`config.mk`:
```
export PLATFORM = sky130hd
export DESIGN_NAME = rvx_queue
export DESIGN_NICKNAME = d
export VERILOG_FILES = /design/src/hw/rtl/rvx_pkg.sv /design/src/hw/rtl/rvx_queue.sv
export SDC_FILE = /design/constraint.sdc
export NUM_CORES = 1
export LEC_CHECK = 0
export ABC_AREA = 1
export BUFFER_PORTS_ARGS = -buffer_cell sky130_fd_sc_hd__clkbuf_2
export CAP_MARGIN = 5
export CELL_PAD_IN_SITES_DETAIL_PLACEMENT = 0
export CELL_PAD_IN_SITES_GLOBAL_PLACEMENT = 1
export CORE_AREA = 3 3 204 146
export CTS_CLUSTER_SIZE = 20
export DETAILED_ROUTE_END_ITERATION = 10
export DIE_AREA = 0 0 207 149
export GPL_TIMING_DRIVEN = 0
export PLACE_DENSITY = 0.86
export SYNTH_ARGS = -nofsm -noshare
export SYNTH_HDL_FRONTEND = slang
export SYNTH_SLANG_ARGS = --single-unit
```
`constraint.sdc`:
```
create_clock -name clk -period 11.8 [get_ports clk]
set_input_delay 1.77 -clock clk [delete_from_list [all_inputs] [get_ports clk]]
set_output_delay 1.77 -clock clk [all_outputs]
set_load 0.01 [all_outputs]
```
`src/hw/rtl/rvx_pkg.sv`:
```
// ----------------------------------------------------------------------------
// rvx_pkg
// Shared constants, codes and types of the register VM execute unit.
// ----------------------------------------------------------------------------
`default_nettype none

package rvx_pkg;

  localparam int REGS_DEF   = 256;
  localparam int LOCALS_DEF = 64;
  localparam int FRAMES_DEF = 16;
  localparam int CFG_AW     = 3;

  localparam logic [4:0] ACT_MOVIMM    = 5'd0;
  localparam logic [4:0] ACT_MOVREG    = 5'd1;
  localparam logic [4:0] ACT_MOVCONST  = 5'd2;
  localparam logic [4:0] ACT_ADD       = 5'd3;
  localparam logic [4:0] ACT_SUB       = 5'd4;
  localparam logic [4:0] ACT_MUL       = 5'd5;
  localparam logic [4:0] ACT_DIV       = 5'd6;
  localparam logic [4:0] ACT_MOD       = 5'd7;
  localparam logic [4:0] ACT_CALL      = 5'd8;
  localparam logic [4:0] ACT_RET       = 5'd9;
  localparam logic [4:0] ACT_HALT      = 5'd10;
  localparam logic [4:0] ACT_JUMP      = 5'd11;
  localparam logic [4:0] ACT_GE        = 5'd12;
  localparam logic [4:0] ACT_LT        = 5'd13;
  localparam logic [4:0] ACT_LE        = 5'd14;
  localparam logic [4:0] ACT_GT        = 5'd15;
  localparam logic [4:0] ACT_EQ        = 5'd16;
  localparam logic [4:0] ACT_NE        = 5'd17;
  localparam logic [4:0] ACT_IFTRUE    = 5'd18;
  localparam logic [4:0] ACT_IFFALSE   = 5'd19;
  localparam logic [4:0] ACT_FUNCBEGIN = 5'd20;
  localparam logic [4:0] ACT_FUNCEND   = 5'd21;
  localparam logic [4:0] ACT_LOCALGET  = 5'd22;
  localparam logic [4:0] ACT_LOCALSET  = 5'd23;
  localparam logic [4:0] ACT_AND       = 5'd24;
  localparam logic [4:0] ACT_OR        = 5'd25;
  localparam logic [4:0] ACT_EXTCALL   = 5'd26;
  localparam logic [4:0] ACT_DEC       = 5'd27;
  localparam logic [4:0] ACT_NOP       = 5'd28;

  localparam logic [3:0] K_ALU    = 4'd0;
  localparam logic [3:0] K_MUL    = 4'd1;
  localparam logic [3:0] K_DIV    = 4'd2;
  localparam logic [3:0] K_CALL   = 4'd3;
  localparam logic [3:0] K_RET    = 4'd4;
  localparam logic [3:0] K_HALT   = 4'd5;
  localparam logic [3:0] K_JUMP   = 4'd6;
  localparam logic [3:0] K_BRT    = 4'd7;
  localparam logic [3:0] K_BRF    = 4'd8;
  localparam logic [3:0] K_FBEGIN = 4'd9;
  localparam logic [3:0] K_FEND   = 4'd10;
  localparam logic [3:0] K_LGET   = 4'd11;
  localparam logic [3:0] K_LSET   = 4'd12;
  localparam logic [3:0] K_EXT    = 4'd13;
  localparam logic [3:0] K_NOP    = 4'd14;
  localparam logic [3:0] K_UNSUP  = 4'd15;

  localparam logic [2:0] ST_OK       = 3'd0;
  localparam logic [2:0] ST_HALTED   = 3'd1;
  localparam logic [2:0] ST_DIVZERO  = 3'd2;
  localparam logic [2:0] ST_CALLOVF  = 3'd3;
  localparam logic [2:0] ST_RETUNF   = 3'd4;
  localparam logic [2:0] ST_EXTCALL  = 3'd5;
  localparam logic [2:0] ST_UNSUP    = 3'd6;
  localparam logic [2:0] ST_BADFRAME = 3'd7;

  typedef struct packed {
    logic [4:0]  action;
    logic [3:0]  kind;
    logic [7:0]  dst;
    logic [7:0]  src_a;
    logic [7:0]  src_b;
    logic [63:0] imm;
    logic [31:0] target;
    logic [3:0]  fsel;
    logic [5:0]  lidx;
    logic        lidx_ok;
    logic [5:0]  argn;
    logic [15:0] svc;
  } op_t;

  typedef struct packed {
    logic        done;
    logic [63:0] quo;
    logic [63:0] rem;
  } div_res_t;

endpackage

`default_nettype wire

```
`src/hw/rtl/rvx_queue.sv`:
```
// ----------------------------------------------------------------------------
// rvx_queue
// Two-entry queue of classified instructions between front and back.
// ----------------------------------------------------------------------------
`default_nettype none

module rvx_queue (
  input  wire logic         clk,
  input  wire logic         rst,
  input  wire logic         push,
  input  wire rvx_pkg::op_t push_op,
  output      logic         full,
  input  wire logic         pop,
  output      logic         not_empty,
  output      rvx_pkg::op_t head_op
);

  rvx_pkg::op_t slots [2];
  logic         wr_ptr;
  logic         rd_ptr;
  logic [1:0]   count;

  assign full      = count == 2'd2;
  assign not_empty = count != 2'd0;
  assign head_op   = slots[rd_ptr];

  always_ff @(posedge clk) begin
    if (push) begin
      slots[wr_ptr] <= push_op;
    end
    if (rst) begin
      wr_ptr <= 1'b0;
      rd_ptr <= 1'b0;
      count  <= 2'd0;
    end else begin
      if (push) begin
        wr_ptr <= !wr_ptr;
      end
      if (pop) begin
        rd_ptr <= !rd_ptr;
      end
      count <= count + 2'(push) - 2'(pop);
    end
  end

endmodule

`default_nettype wire

```
### Word level (Yosys, flattened, before mapping)

Memory sizes are Yosys's and may differ from the RTL's. A register that Yosys moved wholly into a read port is not among the register bits.
Cells that the tools add are included.

| storage, ports and cells | value |
|---|---|
| register bits | 4 |
| word-level logic and storage cells | 14 |
| memories kept | 1 |
| output and inout bits | 164 |
| RAM bits | 324 |
| input bits | 166 |

| cells by class | value |
|---|---|
| equality and inequality tests | 1 |
| muxes and demuxes | 4 |
| $add $sub $neg | 2 |
| reductions and logical operators | 3 |

Memories:

| memory | words | bits a word | rd ports | clocked after Yosys merged registers in | wr ports | RTL line | source |
|---|---|---|---|---|---|---|---|
| slots | 2 | 162 | 1 | 1 | 1 | rvx_queue.sv:18 | `rvx_pkg::op_t slots [2];` |

Operator list:

| cell | number |
|---|---|
| 2-to-1 mux 1 bit | 4 |
| adder 2 x 1 -> 2 bit | 1 |
| equality test 2 bit (second input constant) | 1 |
| logical NOT 1 bit | 2 |
| nonzero test 2 bit | 1 |
| subtractor 2 x 1 -> 2 bit | 1 |

### Longest topological paths before layout

Gate-level depths: netlist (run 1).

| depth | value |
|---|---|
| depth after elaboration | 3 |
| depth in mapped cells | 7 |
| mapped depth without buffers | 7 |

### Worst setup path after synthesis (run 1)

No wires, ideal clock.

| timing | value |
|---|---|
| path kind | input port to flip-flop |
| from | in push |
| to | mem slots[0][0] (netlist bit), enable pin |
| stages on the path | 2 |
| path slack | 2.527 ns |
| arrival time | 8.582 ns |
| required time | 11.110 ns |
| setup time | 0.690 ns |
| buffers on the path | 0 |
| cell sequence | inv_1 -> nor2_1 |

| between the ends | value |
|---|---|
| word-level cells in the longest chain between the ends | 2 |

Ends and longest elaborated chain:

| item | RTL line | source |
|---|---|---|
| from (decl) | rvx_queue.sv:10 | `input wire logic push,` |
| 2-to-1 mux 1 bit | rvx_queue.sv:28 | `if (push) begin` |
| 2-to-1 mux 1 bit (implied by the code) | rvx_queue.sv:29 | `slots[wr_ptr] <= push_op;` |
| to (decl) | rvx_queue.sv:18 |  |

No other way between the ends.

==> impl.org, run 1 <==
** Critical path
- Worst Setup EP :: head_op[93]
- In this run the critical register-to-register path is captured at slots[0][118].
- On the critical path, the stage with the largest delay is an instance of mux2_4.
- Reg2Reg Setup Slack :: around 9700 ps
- Critical path's most frequent cell :: buf_6
- Counting both buffers and inverters, the worst setup path holds a total of 4.
- For the worst flop-to-flop path, the logic depth is 4.
- Kind of start point of the critical path :: flop
- STA classifies the critical path endpoint as an output port.
- At the worst endpoint, the required time is between 10,000 and 15,000 ps.
- Worst reg2reg path startpoint :: wr_ptr
- Counting buffers and inverters, the worst setup path is 5 cells deep.
- Critical path start-end classification :: reg -> out
- In this run the worst path has a maximum fanout of 10.
- Kind of cell with the highest combined delay on the critical path :: buffers and inverters
- Cell-by-cell listing of the critical path :: buf_6 -> buf_6 -> buf_6 -> mux2_4 -> clkbuf_2
- Data on the critical path arrives at its endpoint at about 2000 ps.
- For this run, the slowest stage of the critical path takes ~330 ps.

** Synth
- For this run, the number of Yosys warnings is 0.
- Counting flops and latches in the post-synthesis netlist gives between 300 and 400.
- The number of nets in the synthesized netlist is approximately 700.
- Synthesized netlist cell count :: approximately 540
- Sequential cell area fraction in the yosys report :: between 80% and 90%
- In this run the mean area of a mapped cell was between 20 and 25 sq um.
- Netlist area before placement :: about 12,000 sq um
- Number of library cell types mapped by synthesis :: 14

** Route
- Final routed wirelength across all metal layers :: between 20,000 and 25,000 um
- In the routed layout, each cell is associated on average with a via count of around 4.7.
- Average detailed-routed wire length per instance :: roughly 19 um
- For this run, design rule violations remaining after detail routing come to 0.
- Number of nets with antenna violations after detailed routing :: 0
- The first detailed-routing pass took 4 iterations.
- Vias post-DR :: around 6,000
- Post-route met1 wirelength :: between 9000 and 10,000 um
- Top layer used by detailed routing :: met4
- After detailed routing, the met3 layer carries 2234 um of wire.
- The first routing iteration left 322 violations.
- Detailed routing placed a total of roughly 12,000 um of wire on met2.

** Final layout
- Fraction of final layout cells sized beyond drive strength 1 :: around three fifths
- Number of fillers in the final layout :: around 2,200
- The finished cells cover roughly 15,000 sq um.
- Multi-input combinational cell area :: approximately 2200 sq um
- Compared with the post-synthesis result, the final layout area differs by 25.58%.
- Number of nets in the layout :: between 1,000 and 1,500
- The repair_antennas step left the layout with diodes totalling 0.
- Summing all flip-flop and latch instances after layout gives about 9800 sq um.

** Place
- Cell area after placement :: 14,490 sq um
- Buffers placed on the I/O ports in this run total between 300 and 400.
- Weighted congestion reported at the end of routability-driven placement :: 0.7399
- Detailed placement finished with a half-perimeter wire length of ~17,000 um.

** Global route
- Global routing used between 10% and 20% of the available tracks.
- First-pass GRT wire length :: between 30,000 and 40,000 um
- Entering global routing, the biggest net connects 85 pins.
- Number of antenna violations at the first check in global routing :: 0
- The via count of the first global-routing pass was ~6,400.
- Total global routing overflow :: 0

** Timing
- Fmax :: ~270 MHz
- Hold is met by 502.9 ps.
- Minimum clock period :: ~3700 ps
- Setup repair after global routing left no endpoint under its margin.
- Relative max-transition margin :: between 40% and 50%
- Total count of hold-check failures in the final report :: 0
- Setup violations remaining at the end of the flow were counted as 0.
- Worst-margin pin slew :: between 800 and 900 ps
- In the final timing run, aggregate negative setup slack is 0 ps.
- Worst clock skew :: just under 10 ps
- Max Transition Viols Final :: 0
- The worst path uses between 30% and 40% of the clock period.

** Floorplanning
- From left edge to right edge, the die measures 207 um.
- During I/O placement, the number of pins put on the boundary was between 300 and 400.
- Once the floorplan was initialized, standard cells occupied 43.96% of the core.
- In this run the standard cell core region covers 27,820 sq um.
- DIE HEIGHT :: around 150 um
- The floorplan step defined a die boundary enclosing 30,840 sq um.
- The floorplan has between 50 and 60 rows.

** CTS
- The number of clock buffers added by TritonCTS is 30.
- CTS saw around 330 sinks.
- CTS tree :: built
- Clock Latency Late Sink :: about 550 ps
- Clock-pin slew on the worst setup and hold paths :: 60 ps
- Number of buffers inserted to repair setup after CTS :: 0
- Number of buffers added to fix hold violations after cts :: 0
- CTS built an H-tree with a depth of 1.
- The longest clock path from root to sink contains 3 buffers.
- Buffer type at the clock tree root :: clkbuf_16
- Once the clock tree was built, the resizer swapped 0 gates to a different size.

** Min path
- The worst hold path begins at rd_ptr.
- The worst hold path belongs to the class reg -> reg.

** Pwr
- Total power for the finished layout comes to between 0.002 and 0.003 W.
- Worst vdd ir :: 0.0001182 V
- Static power due to leakage :: 6.035 nW
- Pwr Density :: between 150 and 200 nW/um^2

** Flow run
- Across the run, the number of max-cap violations was 0.

** Outcome
- Run status :: finished clean
[logic make-up (layout without fill, tap and decap cells)]
kind of cell	count (synthesis)	in the layout	share of synthesized area [%]
buf+inv	26	411	1.494
mux	162	162	17.37
simple gates	14	14	0.4501
xor+xnor	1	1	0.07162
fa+ha+maj	2	2	0.2046
flops	329	329	80.37
compound gates	1	1	0.04088
[through the flow]
step	cells	utilization [%]	setup WS [ps]
after global placement	1235	51.55	-1307
after detailed placement	1241	52.09	8050
after floorplan	535	-	2527
after global routing	1291	55.20	7974
after CTS	1291	55.20	7981
final	1291	55.20	8067
[power by group]
part / total [W] / leakage [nW] / internal, W / switching [W]
combinational: 0.000303 / 2.52 / 0.000148 / 0.000155
clock: 0.000863 / 0.432 / 0.000475 / 0.000388
sequential: 0.00137 / 3.08 / 0.00135 / 0.0000142
total: 0.00253 / 6.03 / 0.00198 / 0.000557
[cell usage after synthesis]
| master | number | area share, % |
|---|---|---|
| a21oi_1 | 1 | 0.041 |
| buf_2 | 8 | 0.33 |
| buf_6 | 10 | 0.92 |
| dfxtp_1 | 5 | 0.82 |
| edfxtp_1 | 324 | 80 |
| ha_1 | 2 | 0.20 |
| inv_1 | 8 | 0.25 |
| mux2_2 | 82 | 7.5 |
| mux2_4 | 80 | 9.8 |
| nand2_1 | 5 | 0.15 |
| nand3_1 | 1 | 0.041 |
| nor2_1 | 7 | 0.21 |
| nor3_1 | 1 | 0.041 |
| xnor2_1 | 1 | 0.072 |
[placed cells by master, fill, tap and decap left out, drive strengths merged]
| master | synthesis | routed |
|---|---|---|
| nand2 | 5 | 5 |
| buf | 18 | 24 |
| dfxtp | 5 | 5 |
| inv | 8 | 8 |
| clkinvlp | 0 | 1 |
| mux2 | 162 | 162 |
| xnor2 | 1 | 1 |
| a21oi | 1 | 1 |
| nand3 | 1 | 1 |
| ha | 2 | 2 |
| clkinv | 0 | 13 |
| nor3 | 1 | 1 |
| nor2 | 7 | 7 |
| clkbuf | 0 | 365 |
| edfxtp | 324 | 324 |
[tightest hold or removal path: stages (launching register included)]
cell	delay [ps]
dfxtp_1	320
xnor2_1	80
nor2_1	70
[flip-flops by register name, indices dropped and copies added (netlist names), named ones only]
signal and flops:
count 2, wr_ptr 1, slots 324, rd_ptr 1
[layer usage]
layer	global-route usage, %	vias to the layer above
met5	0	-
met4	3.798	0
met3	5.066	44
li1	-	2854
met2	25.64	255
met1	19.32	2969
[worst min path at each step]
| stage | endpoint | slack [ps] | depth (start not counted) |
|---|---|---|---|
| after floorplan | flop | 480 | 2 |
| after global placement | flop | 490 | 2 |
| after detailed placement | flop | 500 | 2 |
| after CTS | flop | 510 | 2 |
| after global routing | flop | 560 | 2 |
| final | flop | 500 | 2 |
[final cells by class]
class                      instances  share of cell area [%]
buffer                            18                  0.9939
clock buffer                      36                   5.173
clock inverter                    14                  0.4725
inverter                           8                  0.2444
multi-input combinational        180                   14.49
sequential                       329                   64.00
tap                              371                   3.022
timing repair buffer             335                   11.60
Note: power is estimated with default switching activity, not from simulation.
==> inputs of run 2 (changes only) <==
==> constraint.sdc (replaced) <==
create_clock -name clk -period 3.85 [get_ports clk]
set_input_delay 0.5775 -clock clk [delete_from_list [all_inputs] [get_ports clk]]
set_output_delay 0.5775 -clock clk [all_outputs]
set_load 0.01 [all_outputs]
==> run 2 against run 1 <==
  * Sequential share of layout area down 0.80 points
  * Non-clock buffer count up 3
  * Total power increased to 3.2 times the previous value
  * Worst hold slack got worse by 300 ps
  * Setup slack worse by 6700 ps
  * Largest cell class unchanged
  * Largest power group unchanged
==> impl.org, run 2 (same netlist as run 1, synthesis figures left out) <==
** Final layout
- In the final layout, the registers with the most flip-flops are slots x324, count x2.
- The area growth from synthesis to layout is 27.16%.
- Leaving out fill and tap cells, the most frequent cell in the layout is clkbuf_2.
- Register with the most flip-flops :: slots
- The library cells used most frequently in the layout, excluding fill and tap cells, are clkbuf_2 (329), edfxtp_1 (324), mux2_2 (82), mux2_4 (80), clkbuf_16 (31).
- The number of flip-flops in the largest register is 324 (unchanged).
- The proportion of layout cells with a drive suffix above 1 was 61.21% (+0.45 points).
- Number of nets in the layout :: 1,074 (+0.37%)
- The total non-filler cell area in the finished layout was 15,550 sq um (+1.3%).
- Number of fillers in the final layout :: 2,144 (-0.97%)

** Route
- Average detailed-routed wire length per instance :: 19.08 um (+1.2%)
- The total wirelength of the detailed-routed design was 24,820 um (+2.0%).
- The number of vias after detailed routing was 6,270 (+2.4%).
- The count of unresolved DRC violations after routing was 0 (unchanged).
- The count of routing violations after the opening detailed-route iteration came to 285 (-11%).
- The count of antenna-violating nets left after detailed routing came to 0 (unchanged).
- Number of vias per cell after detailed routing :: 4.819 (+1.6%)
- First-pass detailed-route iteration total :: 4 (unchanged)

** Global route
- The total global routing track utilization came to 15.55% (+0.30 points).
- The first-pass GRT wire length came to 37,450 um (+2.1%).
- The maximum number of pins on one net before global-route repair is 42 (-51%).
- The via count of the first global-routing pass was 6,539 (+1.9%).
- Total global routing overflow :: 0 (unchanged)
- The number of antenna violations at the first check in global routing is 2 (+2).

** Place
- The half-perimeter wire length of the detailed placement result was 17,430 um (+1.2%).
- The pre-CTS setup slack came to 1254 ps (-6796 ps).
- Weighted congestion reported at the end of routability-driven placement :: 0.7343 (-0.76%)
- Cell area after placement :: 14,540 sq um (+0.34%)
- The count of buffers from port buffering is 329 (unchanged).

** CTS
- Buffer type at the clock tree root :: clkbuf_16
- Quantity of gates resized following cts :: 0 (unchanged)
- The clock transition time at the flip-flop clock pins of the worst setup and hold paths is 60 ps (about the same).
- Clock Latency Late Sink :: 550 ps (about the same)
- CTS tree :: built
- The buffer depth of the longest clock path is 3 (unchanged).
- The number of buffers inserted by post-CTS setup repair was 0 (unchanged).
- The number of H-tree branching levels was 1 (unchanged).
- The clock sink total was 329 (unchanged).
- The hold buffer count at CTS came to 0 (unchanged).
- The total clock buffers created by CTS is 31 (+3.3%).

** Timing
- Tcrit/Tclk final :: approximately two thirds
- The slew of the pin with the lowest slew margin was 946.2 ps (+83.97 ps).
- For the finished layout, the period the worst path requires is around 2500 ps.
- The worst hold margin came to 207.1 ps (-295.9 ps).
- The total negative slack was 0 ps (unchanged).
- Setup ws final :: 1352 ps (-6715 ps)
- The final max-slew violation count was 0 (unchanged).
- Fmax :: ~400 MHz
- The final count of negative-setup-slack endpoints came to 0 (unchanged).
- The relative max-transition margin is 36.77% (-5.6 points).
- The number of hold violations in the final report is 0 (unchanged).
- Worst clock skew :: 11.21 ps (+1.552 ps)
- Setup repair after global routing left no endpoint under its margin.

** Pwr
- Pwr Density :: 523.1 nW/um^2 (+220%)
- The maximum ir drop on the vdd rail came to 0.0004239 V (+260%).
- Static power due to leakage :: 6.111 nW (+1.3%)

** Floorplanning
- Initial core utilization :: 43.96% (unchanged)
- The area of the die is 30,840 sq um (unchanged).
- The floorplan die width came to 207 um (unchanged).
- The number of I/O pins is 330 (unchanged).
- The core footprint came to 27,820 sq um (unchanged).
- The vertical die dimension was 149 um (unchanged).
- Row Count :: 51 (unchanged)

** Critical path
- The worst setup path is launched from a flop.
- The register-to-register setup slack was 1710 ps (-7970 ps).
- The data required time at the worst endpoint was 3270 ps (-6760 ps).
- The biggest fanout along the worst timing path came to 10 (unchanged).
- Data arrival time at the worst-slack endpoint :: 1920 ps (-40 ps)
- STA classifies the critical path endpoint as an output port.
- The critical path is of the reg -> out type.

** Flow run
- The max-cap violation count came to 0 (unchanged).

** Outcome
- The flow ran to the end, and the final reports show no timing, DRC or antenna violations.

** Min path
- Min-Delay Path Class :: in -> reg
-- run 2: cell count changes in the layout (fill, tap and decap cells not counted) --
cell and change:
buf_16 -1, buf_12 +4, bufinv_16 +4, inv_8 -1, clkinvlp_4 +2, clkbuf_1 -1, clkinv_2 -2, inv_6 +3
diode_2 +2
-- run 2: final timing paths --
path,startpoint,endpoint,cells after the start
worst min register to register,rd_ptr,flop,2
worst min-delay path,push_op[19],slots[0][19],1
worst max register to register,wr_ptr,slots[0][131],4
worst max-delay path,flop,head_op[126],5
-- run 2: power by group --
group,leakage (nW),switching (W),internal (W),total (W)
Clock,0.493,0.00126,0.00175,0.00301
Combinational,2.53,0.000475,0.000459,0.000934
Sequential,3.08,0.0000442,0.00415,0.00419
Total,6.11,0.00178,0.00635,0.00814
-- run 2: worst max-delay path: stages (launching register included) --
cell and delay, ps:
dfxtp_1 320, buf_6 160, buf_6 200, buf_6 210, mux2_4 310, clkbuf_2 150
-- run 2: layout make-up --
class	count	area [sq um]	share of cell area, %
repair buffers	338	1834	11.79
plain buffers	18	152.6	0.9815
multi-input cells	180	2226	14.31
well taps	371	464.2	2.985
diodes	2	5.005	0.03218
inverters	8	33.78	0.2172
clock buffers	35	790.8	5.084
flip-flops and latches	329	9829	63.20
clock inverters	20	216.5	1.392
-- run 2: per-stage QoR --
stage          cells  total power (W)  utilization (%)
2_1_floorplan    535         0.004805                -
3_3_place_gp    1235         0.005190            51.59
3_5_place_dp    1244         0.005219            52.26
4_1_cts         1299         0.008246            55.88
5_1_grt         1300         0.008466            55.89
6_report        1301         0.008135            55.90
-- run 2: layer usage --
metal / GRT usage (%) / share of wire, % / vias up
li1: - / - / 2870
met1: 20.16 / 41 / 3087
met2: 25.18 / 47 / 270
met3: 5.466 / 9.3 / 41
met4: 4.307 / 2.4 / 2
met5: 0 / 0.028 / -
