File: src/hw/rtl/rvx_pkg.sv
// ----------------------------------------------------------------------------
// rvx_pkg
// Shared constants, codes and types of the register VM execute unit.
// ----------------------------------------------------------------------------
`default_nettype none

package rvx_pkg;

  localparam int REGS_DEF   = 256;
  localparam int LOCALS_DEF = 64;
  localparam int FRAMES_DEF = 16;
  localparam int CFG_AW     = 3;

  localparam logic [4:0] ACT_MOVIMM    = 5'd0;
  localparam logic [4:0] ACT_MOVREG    = 5'd1;
  localparam logic [4:0] ACT_MOVCONST  = 5'd2;
  localparam logic [4:0] ACT_ADD       = 5'd3;
  localparam logic [4:0] ACT_SUB       = 5'd4;
  localparam logic [4:0] ACT_MUL       = 5'd5;
  localparam logic [4:0] ACT_DIV       = 5'd6;
  localparam logic [4:0] ACT_MOD       = 5'd7;
  localparam logic [4:0] ACT_CALL      = 5'd8;
  localparam logic [4:0] ACT_RET       = 5'd9;
  localparam logic [4:0] ACT_HALT      = 5'd10;
  localparam logic [4:0] ACT_JUMP      = 5'd11;
  localparam logic [4:0] ACT_GE        = 5'd12;
  localparam logic [4:0] ACT_LT        = 5'd13;
  localparam logic [4:0] ACT_LE        = 5'd14;
  localparam logic [4:0] ACT_GT        = 5'd15;
  localparam logic [4:0] ACT_EQ        = 5'd16;
  localparam logic [4:0] ACT_NE        = 5'd17;
  localparam logic [4:0] ACT_IFTRUE    = 5'd18;
  localparam logic [4:0] ACT_IFFALSE   = 5'd19;
  localparam logic [4:0] ACT_FUNCBEGIN = 5'd20;
  localparam logic [4:0] ACT_FUNCEND   = 5'd21;
  localparam logic [4:0] ACT_LOCALGET  = 5'd22;
  localparam logic [4:0] ACT_LOCALSET  = 5'd23;
  localparam logic [4:0] ACT_AND       = 5'd24;
  localparam logic [4:0] ACT_OR        = 5'd25;
  localparam logic [4:0] ACT_EXTCALL   = 5'd26;
  localparam logic [4:0] ACT_DEC       = 5'd27;
  localparam logic [4:0] ACT_NOP       = 5'd28;

  localparam logic [3:0] K_ALU    = 4'd0;
  localparam logic [3:0] K_MUL    = 4'd1;
  localparam logic [3:0] K_DIV    = 4'd2;
  localparam logic [3:0] K_CALL   = 4'd3;
  localparam logic [3:0] K_RET    = 4'd4;
  localparam logic [3:0] K_HALT   = 4'd5;
  localparam logic [3:0] K_JUMP   = 4'd6;
  localparam logic [3:0] K_BRT    = 4'd7;
  localparam logic [3:0] K_BRF    = 4'd8;
  localparam logic [3:0] K_FBEGIN = 4'd9;
  localparam logic [3:0] K_FEND   = 4'd10;
  localparam logic [3:0] K_LGET   = 4'd11;
  localparam logic [3:0] K_LSET   = 4'd12;
  localparam logic [3:0] K_EXT    = 4'd13;
  localparam logic [3:0] K_NOP    = 4'd14;
  localparam logic [3:0] K_UNSUP  = 4'd15;

  localparam logic [2:0] ST_OK       = 3'd0;
  localparam logic [2:0] ST_HALTED   = 3'd1;
  localparam logic [2:0] ST_DIVZERO  = 3'd2;
  localparam logic [2:0] ST_CALLOVF  = 3'd3;
  localparam logic [2:0] ST_RETUNF   = 3'd4;
  localparam logic [2:0] ST_EXTCALL  = 3'd5;
  localparam logic [2:0] ST_UNSUP    = 3'd6;
  localparam logic [2:0] ST_BADFRAME = 3'd7;

  typedef struct packed {
    logic [4:0]  action;
    logic [3:0]  kind;
    logic [7:0]  dst;
    logic [7:0]  src_a;
    logic [7:0]  src_b;
    logic [63:0] imm;
    logic [31:0] target;
    logic [3:0]  fsel;
    logic [5:0]  lidx;
    logic        lidx_ok;
    logic [5:0]  argn;
    logic [15:0] svc;
  } op_t;

  typedef struct packed {
    logic        done;
    logic [63:0] quo;
    logic [63:0] rem;
  } div_res_t;

endpackage

`default_nettype wire

File: src/hw/rtl/rvx_req_if.sv
// ----------------------------------------------------------------------------
// rvx_req_if
// Instruction channel: one decoded instruction per word.
// ----------------------------------------------------------------------------
`default_nettype none

interface rvx_req_if;
  logic               valid;
  logic               ready;
  logic [4:0]         action;
  logic [7:0]         dest_reg;
  logic [7:0]         src_a_reg;
  logic [7:0]         src_b_reg;
  logic signed [63:0] immediate;
  logic [31:0]        target_pc;
  logic [3:0]         frame_sel;
  logic [5:0]         local_index;
  logic [5:0]         arg_count;
  logic [15:0]        service_id;

  modport source (
    output valid, action, dest_reg, src_a_reg, src_b_reg, immediate, target_pc,
           frame_sel, local_index, arg_count, service_id,
    input  ready
  );
  modport sink (
    input  valid, action, dest_reg, src_a_reg, src_b_reg, immediate, target_pc,
           frame_sel, local_index, arg_count, service_id,
    output ready
  );
endinterface

`default_nettype wire

File: src/hw/rtl/rvx_front.sv
// ----------------------------------------------------------------------------
// rvx_front
// Accepts instruction words, reduces register indexes and classifies them.
// ----------------------------------------------------------------------------
`default_nettype none

module rvx_front #(
  parameter int REGS   = rvx_pkg::REGS_DEF,
  parameter int LOCALS = rvx_pkg::LOCALS_DEF
) (
  rvx_req_if.sink            req,
  input  wire logic          full,
  output      logic          push,
  output      rvx_pkg::op_t  push_op
);

  localparam int RIW     = $clog2(REGS);
  localparam int ARG_CAP = (LOCALS < REGS) ? LOCALS : REGS;

  logic [RIW-1:0] reg_map [256];
  logic [3:0]     kind;

  for (genvar g = 0; g < 256; g++) begin : g_map
    assign reg_map[g] = RIW'(g % REGS);
  end

  always_comb begin
    unique case (req.action) inside
      rvx_pkg::ACT_MOVIMM, rvx_pkg::ACT_MOVREG, rvx_pkg::ACT_MOVCONST,
      rvx_pkg::ACT_ADD, rvx_pkg::ACT_SUB, rvx_pkg::ACT_GE, rvx_pkg::ACT_LT,
      rvx_pkg::ACT_LE, rvx_pkg::ACT_GT, rvx_pkg::ACT_EQ, rvx_pkg::ACT_NE,
      rvx_pkg::ACT_AND, rvx_pkg::ACT_OR, rvx_pkg::ACT_DEC: kind = rvx_pkg::K_ALU;
      rvx_pkg::ACT_MUL:                   kind = rvx_pkg::K_MUL;
      rvx_pkg::ACT_DIV, rvx_pkg::ACT_MOD: kind = rvx_pkg::K_DIV;
      rvx_pkg::ACT_CALL:                  kind = rvx_pkg::K_CALL;
      rvx_pkg::ACT_RET:                   kind = rvx_pkg::K_RET;
      rvx_pkg::ACT_HALT:                  kind = rvx_pkg::K_HALT;
      rvx_pkg::ACT_JUMP:                  kind = rvx_pkg::K_JUMP;
      rvx_pkg::ACT_IFTRUE:                kind = rvx_pkg::K_BRT;
      rvx_pkg::ACT_IFFALSE:               kind = rvx_pkg::K_BRF;
      rvx_pkg::ACT_FUNCBEGIN:             kind = rvx_pkg::K_FBEGIN;
      rvx_pkg::ACT_FUNCEND:               kind = rvx_pkg::K_FEND;
      rvx_pkg::ACT_LOCALGET:              kind = rvx_pkg::K_LGET;
      rvx_pkg::ACT_LOCALSET:              kind = rvx_pkg::K_LSET;
      rvx_pkg::ACT_EXTCALL:               kind = rvx_pkg::K_EXT;
      rvx_pkg::ACT_NOP:                   kind = rvx_pkg::K_NOP;
      default:                            kind = rvx_pkg::K_UNSUP;
    endcase
  end

  always_comb begin
    push_op.action  = req.action;
    push_op.kind    = kind;
    push_op.dst     = 8'(reg_map[req.dest_reg]);
    push_op.src_a   = 8'(reg_map[req.src_a_reg]);
    push_op.src_b   = 8'(reg_map[req.src_b_reg]);
    push_op.imm     = req.immediate;
    push_op.target  = req.target_pc;
    push_op.fsel    = req.frame_sel;
    push_op.lidx    = req.local_index;
    push_op.lidx_ok = 32'(req.local_index) < LOCALS;
    push_op.argn    = (32'(req.arg_count) > ARG_CAP) ? 6'(ARG_CAP) : req.arg_count;
    push_op.svc     = req.service_id;
  end

  assign req.ready = !full;
  assign push      = req.valid && !full;

endmodule

`default_nettype wire

File: src/flat_wrapper.sv
// flat-port wrapper written by rule: the top's interface ports become plain ports
module rvx_front_flat 
#(
  parameter int REGS   = rvx_pkg::REGS_DEF,
  parameter int LOCALS = rvx_pkg::LOCALS_DEF
)
  (full, push, push_op, req_valid, req_action, req_dest_reg, req_src_a_reg, req_src_b_reg, req_immediate, req_target_pc, req_frame_sel, req_local_index, req_arg_count, req_service_id, req_ready);
  rvx_req_if req_i ();
  input  wire logic full;
  output      logic push;
  output      rvx_pkg::op_t push_op;
  input wire logic [$bits(req_i.valid)-1:0] req_valid;
  input wire logic [$bits(req_i.action)-1:0] req_action;
  input wire logic [$bits(req_i.dest_reg)-1:0] req_dest_reg;
  input wire logic [$bits(req_i.src_a_reg)-1:0] req_src_a_reg;
  input wire logic [$bits(req_i.src_b_reg)-1:0] req_src_b_reg;
  input wire logic [$bits(req_i.immediate)-1:0] req_immediate;
  input wire logic [$bits(req_i.target_pc)-1:0] req_target_pc;
  input wire logic [$bits(req_i.frame_sel)-1:0] req_frame_sel;
  input wire logic [$bits(req_i.local_index)-1:0] req_local_index;
  input wire logic [$bits(req_i.arg_count)-1:0] req_arg_count;
  input wire logic [$bits(req_i.service_id)-1:0] req_service_id;
  output wire logic [$bits(req_i.ready)-1:0] req_ready;
  assign req_i.valid = req_valid;
  assign req_i.action = req_action;
  assign req_i.dest_reg = req_dest_reg;
  assign req_i.src_a_reg = req_src_a_reg;
  assign req_i.src_b_reg = req_src_b_reg;
  assign req_i.immediate = req_immediate;
  assign req_i.target_pc = req_target_pc;
  assign req_i.frame_sel = req_frame_sel;
  assign req_i.local_index = req_local_index;
  assign req_i.arg_count = req_arg_count;
  assign req_i.service_id = req_service_id;
  assign req_ready = req_i.ready;
  rvx_front #(.REGS(REGS), .LOCALS(LOCALS)) u_core (.req(req_i), .full(full), .push(push), .push_op(push_op));
endmodule
File: config.mk
export PLATFORM = sky130hd
export DESIGN_NAME = rvx_front_flat
export DESIGN_NICKNAME = d
export VERILOG_FILES = /design/src/hw/rtl/rvx_pkg.sv /design/src/hw/rtl/rvx_req_if.sv /design/src/hw/rtl/rvx_front.sv /design/src/flat_wrapper.sv
export SDC_FILE = /design/constraint.sdc
export NUM_CORES = 1
export LEC_CHECK = 0
export ABC_CLOCK_PERIOD_IN_PS = 2500
export BUFFER_PORTS_ARGS = -buffer_cell sky130_fd_sc_hd__buf_2
export CORE_AREA = 2 2 125 127
export DETAILED_ROUTE_END_ITERATION = 10
export DIE_AREA = 0 0 127 129
export SYNTH_ARGS = -nofsm -noshare
export SYNTH_HDL_FRONTEND = slang
export SYNTH_SLANG_ARGS = --single-unit
File: constraint.sdc
create_clock -name vclk -period 2.5
set_input_delay 0.375 -clock vclk [all_inputs]
set_output_delay 0.375 -clock vclk [all_outputs]
set_load 0.005 [all_outputs]
Word-level counts from Yosys, hierarchy flattened

Memories as Yosys holds them, arrays and structs flattened.
Cells that the tools add are included.

Magnitude comparators: 3
Equal/unequal tests: 28
Mux-type cells: 7
Bitwise logic cells: 3
Reduce and logical (&&, ||, !) cells: 5

Operator list:

| kind                 | count |
|---|---|
| $eq A5 B5 Y1 const B | 13 |
| $pmux W4 S15         | 1 |
| $mux W8              | 6 |
| $eq A5 B4 Y1 const B | 8 |
| $ge A9 B9 Y1 const B | 3 |
| $not A8 Y9           | 3 |
| $eq A5 B3 Y1 const B | 4 |
| $reduce_or A14 Y1    | 1 |
| $eq A5 B2 Y1 const B | 2 |
| $eq A5 B1 Y1 const B | 1 |
| $logic_not A5 Y1     | 1 |
| $reduce_or A2 Y1     | 1 |
| $logic_and A1 B1 Y1  | 1 |
| $logic_not A1 Y1     | 1 |

Flip-flop bits (word level): 0
Bits in read-only memories: 6144
Bits of input ports: 159
Output and inout bits: 164
Logic and storage cells: 49
Memories: 3

Memories:

| name             | words | bits a word | rd ports | clocked after Yosys merged registers in | wr ports | RTL line        | source |
|---|---|---|---|---|---|---|---|
| (name not given) | 256   | 8           | 1        | 0                                       | 0        | rvx_front.sv:54 | `push_op.dst = 8'(reg_map[req.dest_reg]);` |
| (name not given) | 256   | 8           | 1        | 0                                       | 0        | rvx_front.sv:55 | `push_op.src_a = 8'(reg_map[req.src_a_reg]);` |
| (name not given) | 256   | 8           | 1        | 0                                       | 0        | rvx_front.sv:56 | `push_op.src_b = 8'(reg_map[req.src_b_reg]);` |

Logic depth before layout (Yosys ltp)

Gate-level depths: netlist of run 1.

Word-level depth: 4
Depth in mapped cells: 4
Gate-level depth less buffers: 3

Worst setup path before layout of run 1

No wires, ideal clock.

Path kind: in2out
Start point: input port req_action[2]
End point: output port push_op[154] (netlist name)
Arrival: 1.110 ns
Required time: 2.125 ns
Slack: 1.015 ns
Stages on the path: 4
Path buffers: 1
Cells stage by stage: buf_6 -> nor2b_4 -> a211o_1 -> a22o_1

RTL lines:

| item               | RTL line           | source |
|---|---|---|
| start: declaration | flat_wrapper.sv:13 | `input wire logic [$bits(req_i.action)-1:0] req_action;` |
| end: declaration   | flat_wrapper.sv:11 | `output rvx_pkg::op_t push_op;` |

==> impl_metrics.csv, run 1 <==
group,metric,value,unit
worst_setup_path,endpoint,"push_op[154]",
route,drc,0,
power_and_ir_drop,pwr-share-comb,100.0,%
die,start_util,9.42,%
power_and_ir_drop,power_switching,30.7,uW
logic_synthesis,synth_top_cell_area_share,84.6,%
logic_synthesis,ys_warn_count,0,
grt,grt_pass1_wl,4520,um
die,die_area,16400,um2
logic_synthesis,synth_area_leaders,"buf_4 85%, buf_6 3.2%, nor2b_4 0.98%",
worst_setup_path,cp_cell_sequence,"buf_2 -> nor4b_1 -> a211o_1 -> a22o_1 -> buf_2",
logic_synthesis,syn_area,1410,um2
die,die_h,129,um
power_and_ir_drop,sequentialPowerShare,0,%
logic_synthesis,synthTopCellsByCount,"159 x buf_4, 4 x buf_6",
sta,setup_viol,0,
placed_design,place_area,497,um2
sta,finalHoldViolations,0,
sta,fmax,569,MHz
worst_setup_path,critical-path-max-stage-delay,280,ps
finish,clkbuf_count,0,
placed_design,place.gp.congestion,0.548,
power_and_ir_drop,power_density,108,nW/um2
route,viasPerCell,2.29,
power_and_ir_drop,ir_worst_vdd,0.0226,mV
job,max_cap_violations,0,
worst_setup_path,critPathKind,"in -> out",
die,die_w,127,um
power_and_ir_drop,power_switching_share,57.1,%
grt,grt-ovfl-total,0,
finish,antennaDiodeCount,0,
logic_synthesis,yosysTopAreaCell,"buf_4",
worst_setup_path,start_kind,"primary input",
worst_setup_path,arrival,1380,ps
grt,grt_max_degree,13,
sta,grt_setup_unrepaired,"no",
finish,syn2layout_area_growth,-64.8,%
grt,track_usage,4.00,%
cts,ctsResizeCount,0,
route,wire_per_inst,17.2,um
die,fp-row-count,45,
grt,antenna_found_initial,0,
placed_design,port_buffers,18,
logic_synthesis,seq_area_frac_synth,0,%
placed_design,dp_hpwl,3190,um
worst_setup_path,cp.required,2120,ps
sta,fin_tns_setup,0,ps
worst_setup_path,cpLargestDelayFamily,"compound AO/OA/AOI/OAI gates",
worst_setup_path,crit_slowest_cell,"a211o_1",
die,fp.coreArea,15000,um2
logic_synthesis,yosys.cell_count.top_type,"buf_4",
min_path,holdPathStages,0,
finish,nets,204,
sta,final_max_slew_viol_count,0,
finish,drive_above_1_share,46.5,%
power_and_ir_drop,p_leak,0.141,nW
worst_setup_path,worstSetupEndpointType,"primary output",
sta,timing.hold.ws,750,ps
route,routed_wl,3980,um
worst_setup_path,cp_max_fo,11,
finish,ff_latch_area,0,um2
route,dr_total_vias,529,
cts,cts_setup_buffers,0,
route,dr.pass1.iters,4,
power_and_ir_drop,clockPowerShare,0,%
worst_setup_path,startpoint,"req_action[3]",
logic_synthesis,syn_nets,347,
cts,postCtsHoldBufs,0,
status,status,"completed",
sta,post-route-min-period,1760,ps
die,io_pins,323,
sta,fin_crit_sh,70.3,%
logic_synthesis,synthCells,188,
finish,design_area,497,um2
route,drtAntennaViolNets,0,
logic_synthesis,synth.distinct_cells,22,
power_and_ir_drop,cell_internal_pwr,23.0,uW
worst_setup_path,critical_path_depth,5,
logic_synthesis,syn_area_per_cell,7.50,um2
worst_setup_path,path_buf_inv,2,
grt,grt_pass1_vias,559,
worst_setup_path,crit_top_cell,"buf_2",
min_path,min_path_type,"in -> out",
finish,nFlopsAndLatches,0,
route,drtIter0Drc,16,
power by group through the flow:
stage / Clock [mW] / Sequential [mW] / Combinational [mW]
finish: 0 / 0 / 0.0537
global route: 0 / 0 / 0.0612
CTS: 0 / 0 / 0.0559
detailed placement: 0 / 0 / 0.0557
global placement: 0 / 0 / 0.0560
floorplan: 0 / 0 / 0.238
worst min path at each step:
stage	slack, ps	from	end
after detailed placement	750	req_src_b_reg[2]	push_op[131]
after global routing	750	req_immediate[61]	push_op[126]
after floorplan	780	full	req_ready
final	750	req_immediate[61]	push_op[126]
after global placement	750	req_src_b_reg[2]	push_op[131]
after CTS	750	req_src_b_reg[2]	push_op[131]
cell usage in the layout, fill, tap and decap left out:
master,n
conb_1,1
a211o_2,1
a31oi_1,1
nand2_1,2
o21bai_1,1
o21ai_0,2
nand3_1,1
a211o_1,1
a311oi_1,1
nor2b_1,2
inv_1,2
a22o_1,1
a21oi_1,2
nor2b_4,1
buf_2,18
nor4b_1,1
xor2_1,1
nand4bb_1,1
o311ai_0,1
nor3b_1,1
o22ai_1,1
per-stage QoR:
stage	utilization (%)	total power [mW]	setup WS, ps	std cells
detailed placement	3.32	0.0557	731	231
global route	3.32	0.0612	616	231
global placement	3.32	0.0560	726	231
finish	3.32	0.0537	743	231
CTS	3.32	0.0559	725	231
floorplan	-	0.238	1020	188
logic make-up after synthesis:
family | count (synthesis) | share of synthesized area (%)
compound gates | 12 | 6.04
xor+xnor | 1 | 0.621
buf+inv | 165 | 88.4
other cells | 1 | 0.266
simple gates | 9 | 4.70
per-layer routing:
layer	wire length [um]	track usage [%]	up-vias
li1	-	-	135
met1	686	2.07	148
met2	1290	4.33	150
met3	1230	4.78	96
met4	772	8.02	0
met5	0	0	-
cell type report:
class	instances	area [um2]
fill	1806	14500
inverter	2	7.51
multi-input combinational	23	164
tap	188	235
timing repair buffer	18	90.1
Note: power is estimated with default switching activity, not from simulation.
==> run 2, diff against run 1 <==
ABC_CLOCK_PERIOD_IN_PS = 1700   (was 2500)
CORE_AREA = 2 2 127 129   (was 2 2 125 127)
DIE_AREA = 0 0 129 131   (was 0 0 127 129)
clock period = 1.7 ns   (was 2.5 ns; I/O delays follow)
==> run 2 against run 1 <==
  * First-iteration DRC count up 44%
  * Sequential share of layout area unchanged
  * Via count down 1.9%
  * Largest cell class unchanged
  * Critical endpoint unchanged
  * Utilization up 0.093 points
  * Routed wire length down 8.0%
  * Die area up 3.1%
  * Flip-flop and latch count unchanged
  * Final cell count up 12%
==> impl_metrics.csv, run 2 (synthesized netlist as in run 1, its figures left out) <==
group,metric,value,unit
placed_design,place.gp.congestion,0.584,
route,drtIter0Drc,23,
finish,multi_input_area,164,um2
power_and_ir_drop,p_leak,0.141,nW
grt,grt_max_degree,13,
worst_setup_path,critPathKind,"in -> out",
worst_setup_path,crit_slowest_cell,"a211o_1",
route,viasPerCell,2.00,
worst_setup_path,path_buf_inv,2,
route,drc,0,
worst_setup_path,critical-path-max-stage-delay,270,ps
job,max_cap_violations,0,
sta,finalHoldViolations,0,
sta,fin_crit_sh,86.2,%
grt,antenna_found_initial,0,
worst_setup_path,critical_path_depth,5,
sta,post-route-min-period,1470,ps
worst_setup_path,worstSetupEndpointType,"primary output",
route,dr.pass1.iters,4,
route,routed_wl,3660,um
placed_design,port_buffers,18,
die,start_util,9.04,%
die,die_h,131,um
grt,grt_use_met1,2.03,%
placed_design,dp_hpwl,3050,um
finish,syn2layout_area_growth,-62.3,%
worst_setup_path,arrival,1210,ps
grt,track_usage,3.69,%
finish,ff_latch_area,0,um2
worst_setup_path,cp_max_fo,12,
finish,drive_above_1_share,46.5,%
finish,nets,204,
route,drtAntennaViolNets,0,
sta,timing.hold.ws,510,ps
worst_setup_path,crit_top_cell,"buf_2",
die,fp.coreArea,15600,um2
sta,setup_viol,0,
worst_setup_path,cp.required,1440,ps
min_path,min_path_type,"in -> out",
finish,n_fill_cell,1872,
finish,final_common_cell,"buf_2",
die,fp-row-count,46,
worst_setup_path,cp_cell_sequence,"buf_2 -> nor4b_1 -> a211o_1 -> a22o_1 -> buf_2",
grt,grtUsageMet3,4.03,%
worst_setup_path,cpLargestDelayFamily,"compound AO/OA/AOI/OAI gates",
sta,grt_setup_unrepaired,"no",
grt,grt_pass1_wl,4190,um
grt,grt_pass1_vias,524,
sta,fin_tns_setup,0,ps
cts,cts_setup_buffers,0,
finish,antennaDiodeCount,0,
power_and_ir_drop,ir_worst_vdd,0.0557,mV
finish,clkbuf_count,0,
die,io_pins,323,
die,die_area,16900,um2
route,dr_total_vias,519,
die,die_w,129,um
route,wire_per_inst,14.1,um
cts,ctsResizeCount,0,
power_and_ir_drop,power_density,147,nW/um2
sta,final_max_slew_viol_count,0,
grt,use_met2,4.45,%
grt,top_usage_layer,"met4",
status,status,"completed",
finish,nFlopsAndLatches,0,
worst_setup_path,start_kind,"primary input",
sta,fmax,682,MHz
grt,grt-ovfl-total,0,
min_path,holdPathStages,0,
cts,postCtsHoldBufs,0,
[run 2: final timing paths]
| kind | from | to | slack [ps] |
|---|---|---|---|
| max | req_action[0] | push_op[154] | 230 |
| min | req_immediate[50] | push_op[115] | 510 |
[run 2: routing by layer]
metal,wire (um),up-vias,part of all wire [%]
met5,0,-,0
met4,644,0,18
met3,1020,80,28
met2,1310,148,36
met1,686,155,19
li1,-,136,-
[run 2: through the flow]
| stage | power [mW] | setup WS (ps) | cell area (um2) | util [%] | instances |
|---|---|---|---|---|---|
| floorplan | 0.350 | 455 | 1410 | - | 188 |
| global placement | 0.0803 | 206 | 532 | 3.41 | 259 |
| detailed placement | 0.0808 | 204 | 532 | 3.41 | 259 |
| CTS | 0.0811 | 203 | 532 | 3.41 | 259 |
| global route | 0.0895 | 121 | 532 | 3.41 | 259 |
| finish | 0.0784 | 234 | 532 | 3.41 | 259 |
[run 2: layout make-up]
| class | instances | share of cell area (%) |
|---|---|---|
| Tap cell | 216 | 50.8 |
| Multi-Input combinational cell | 23 | 30.8 |
| Timing Repair Buffer | 18 | 16.9 |
| Inverter | 2 | 1.41 |
[run 2: power by group]
part | switching (mW) | leakage (nW) | total (mW) | internal [mW]
clock network | 0 | 0 | 0 | 0
logic | 0.0447 | 0.141 | 0.0784 | 0.0338
registers | 0 | 0 | 0 | 0
total | 0.0447 | 0.141 | 0.0784 | 0.0338
==> run 3, diff against run 2 <==
REMOVE_ABC_BUFFERS = 1   (was not set)
==> run 3 against run 2 <==
  * First-iteration DRC count rose to 5.3 times the previous value
  * Global-route usage up 24 points
  * Highest routed layer is now met5
  * Utilization is 0.064 points higher
  * Via count up 41%
  * Combinational power rose by 2%
  * Critical path type unchanged
==> impl_metrics.csv, run 3 (synthesized netlist as in run 1, its figures left out) <==
group,metric,value,unit
power_and_ir_drop,cell_internal_pwr,35.4,uW
sta,post-route-min-period,1550,ps
die,die_area,16900,um2
placed_design,dp.cells,260,
finish,design_area,542,um2
cts,ctsResizeCount,0,
grt,grt_max_degree,12,
sta,fin_tns_setup,0,ps
grt,grt_pass1_wl,25300,um
min_path,min_path_type,"in -> out",
grt,grt_pass1_vias,538,
finish,n_fill_cell,1868,
job,max_cap_violations,0,
route,drtIter0Drc,122,
worst_setup_path,arrival,1290,ps
placed_design,dp_hpwl,24000,um
worst_setup_path,cp.required,1440,ps
sta,grt_setup_unrepaired,"no",
sta,final_max_slew_viol_count,0,
worst_setup_path,critPathKind,"in -> out",
grt,track_usage,27.7,%
finish,final_cell_count_no_fill,261,
finish,nets,205,
power_and_ir_drop,power_density,148,nW/um2
die,fp-row-count,46,
cts,postCtsHoldBufs,0,
grt,grtUsageMet3,39.3,%
die,fp.coreArea,15600,um2
route,dr_total_vias,730,
route,drtAntennaViolNets,0,
grt,grt-ovfl-total,0,
route,dr.pass1.iters,4,
grt,antenna_found_initial,1,
worst_setup_path,worstSetupEndpointType,"primary output",
die,start_util,9.04,%
power_and_ir_drop,p_leak,0.145,nW
placed_design,place.gp.congestion,0.951,
finish,ff_latch_area,0,um2
route,routed_wl,24500,um
finish,multi_input_area,164,um2
grt,use_met2,62.0,%
sta,fin_crit_sh,90.9,%
power_and_ir_drop,power_switching_share,55.8,%
power_and_ir_drop,ir_worst_vdd,0.0456,mV
grt,top_usage_layer,"met2",
cts,cts_setup_buffers,0,
finish,nFlopsAndLatches,0,
finish,syn2layout_area_growth,-61.6,%
power_and_ir_drop,power_switching,44.8,uW
route,wire_per_inst,93.8,um
power_and_ir_drop,clockPowerShare,0,%
route,viasPerCell,2.80,
worst_setup_path,start_kind,"primary input",
power_and_ir_drop,sequentialPowerShare,0,%
placed_design,port_buffers,18,
worst_setup_path,cp_max_fo,11,
finish,clkbuf_count,0,
die,io_pins,323,
sta,setup_viol,0,
grt,grt_use_met1,2.56,%
sta,finalHoldViolations,0,
status,status,"completed",
finish,final_common_cell,"buf_2",
finish,drive_above_1_share,47.7,%
power_and_ir_drop,pwr-share-comb,100.0,%
sta,fmax,647,MHz
route,drc,0,
die,die_h,131,um
placed_design,place_area,539,um2
die,die_w,129,um
==> run 3: cell count changes in the layout (fill, tap and decap cells not counted), sizes merged <==
cell | before | now
buf | 18 | 19
diode | 0 | 1
==> run 3: cell type report <==
type	count	share of cell area, %
Tap cell	216	49.9
Timing Repair Buffer	19	18.0
Multi-Input combinational cell	23	30.3
Antenna cell	1	0.462
Inverter	2	1.39
==> run 3: layer usage <==
layer / part of all wire (%) / vias up
met2: 62 / 334
met5: 0.42 / -
met1: 3.6 / 212
met4: 4.5 / 2
li1: - / 138
met3: 30 / 44
==> run 3: final timing paths <==
kind	start	to	slack, ps	cells after the start
worst max-delay path	req_action[3]	push_op[154]	150	5
worst min-delay path	req_immediate[27]	push_op[92]	510	0
==> run 3: critical path, cell delays in order <==
cell and delay (ps):
buf_2 180, nor4b_1 170, a211o_1 270, a22o_1 260
buf_2 150
==> run 3: stage by stage <==
step	worst slack (ps)	hold slack, ps	total power [mW]	util [%]
after global placement	141	510	0.0795	3.46
after floorplan	575	510	0.0280	-
final	154	510	0.0802	3.47
after global routing	100	510	0.0891	3.46
after detailed placement	136	510	0.0801	3.46
after CTS	133	510	0.0805	3.46
==> run 3: power groups by stage <==
stage	sequential, mW	clock (mW)	combinational, mW
final	0	0.0000000787	0.0802
after global routing	0	0	0.0891
after CTS	0	0	0.0805
after detailed placement	0	0	0.0801
after global placement	0	0	0.0795
after floorplan	0	0	0.0280
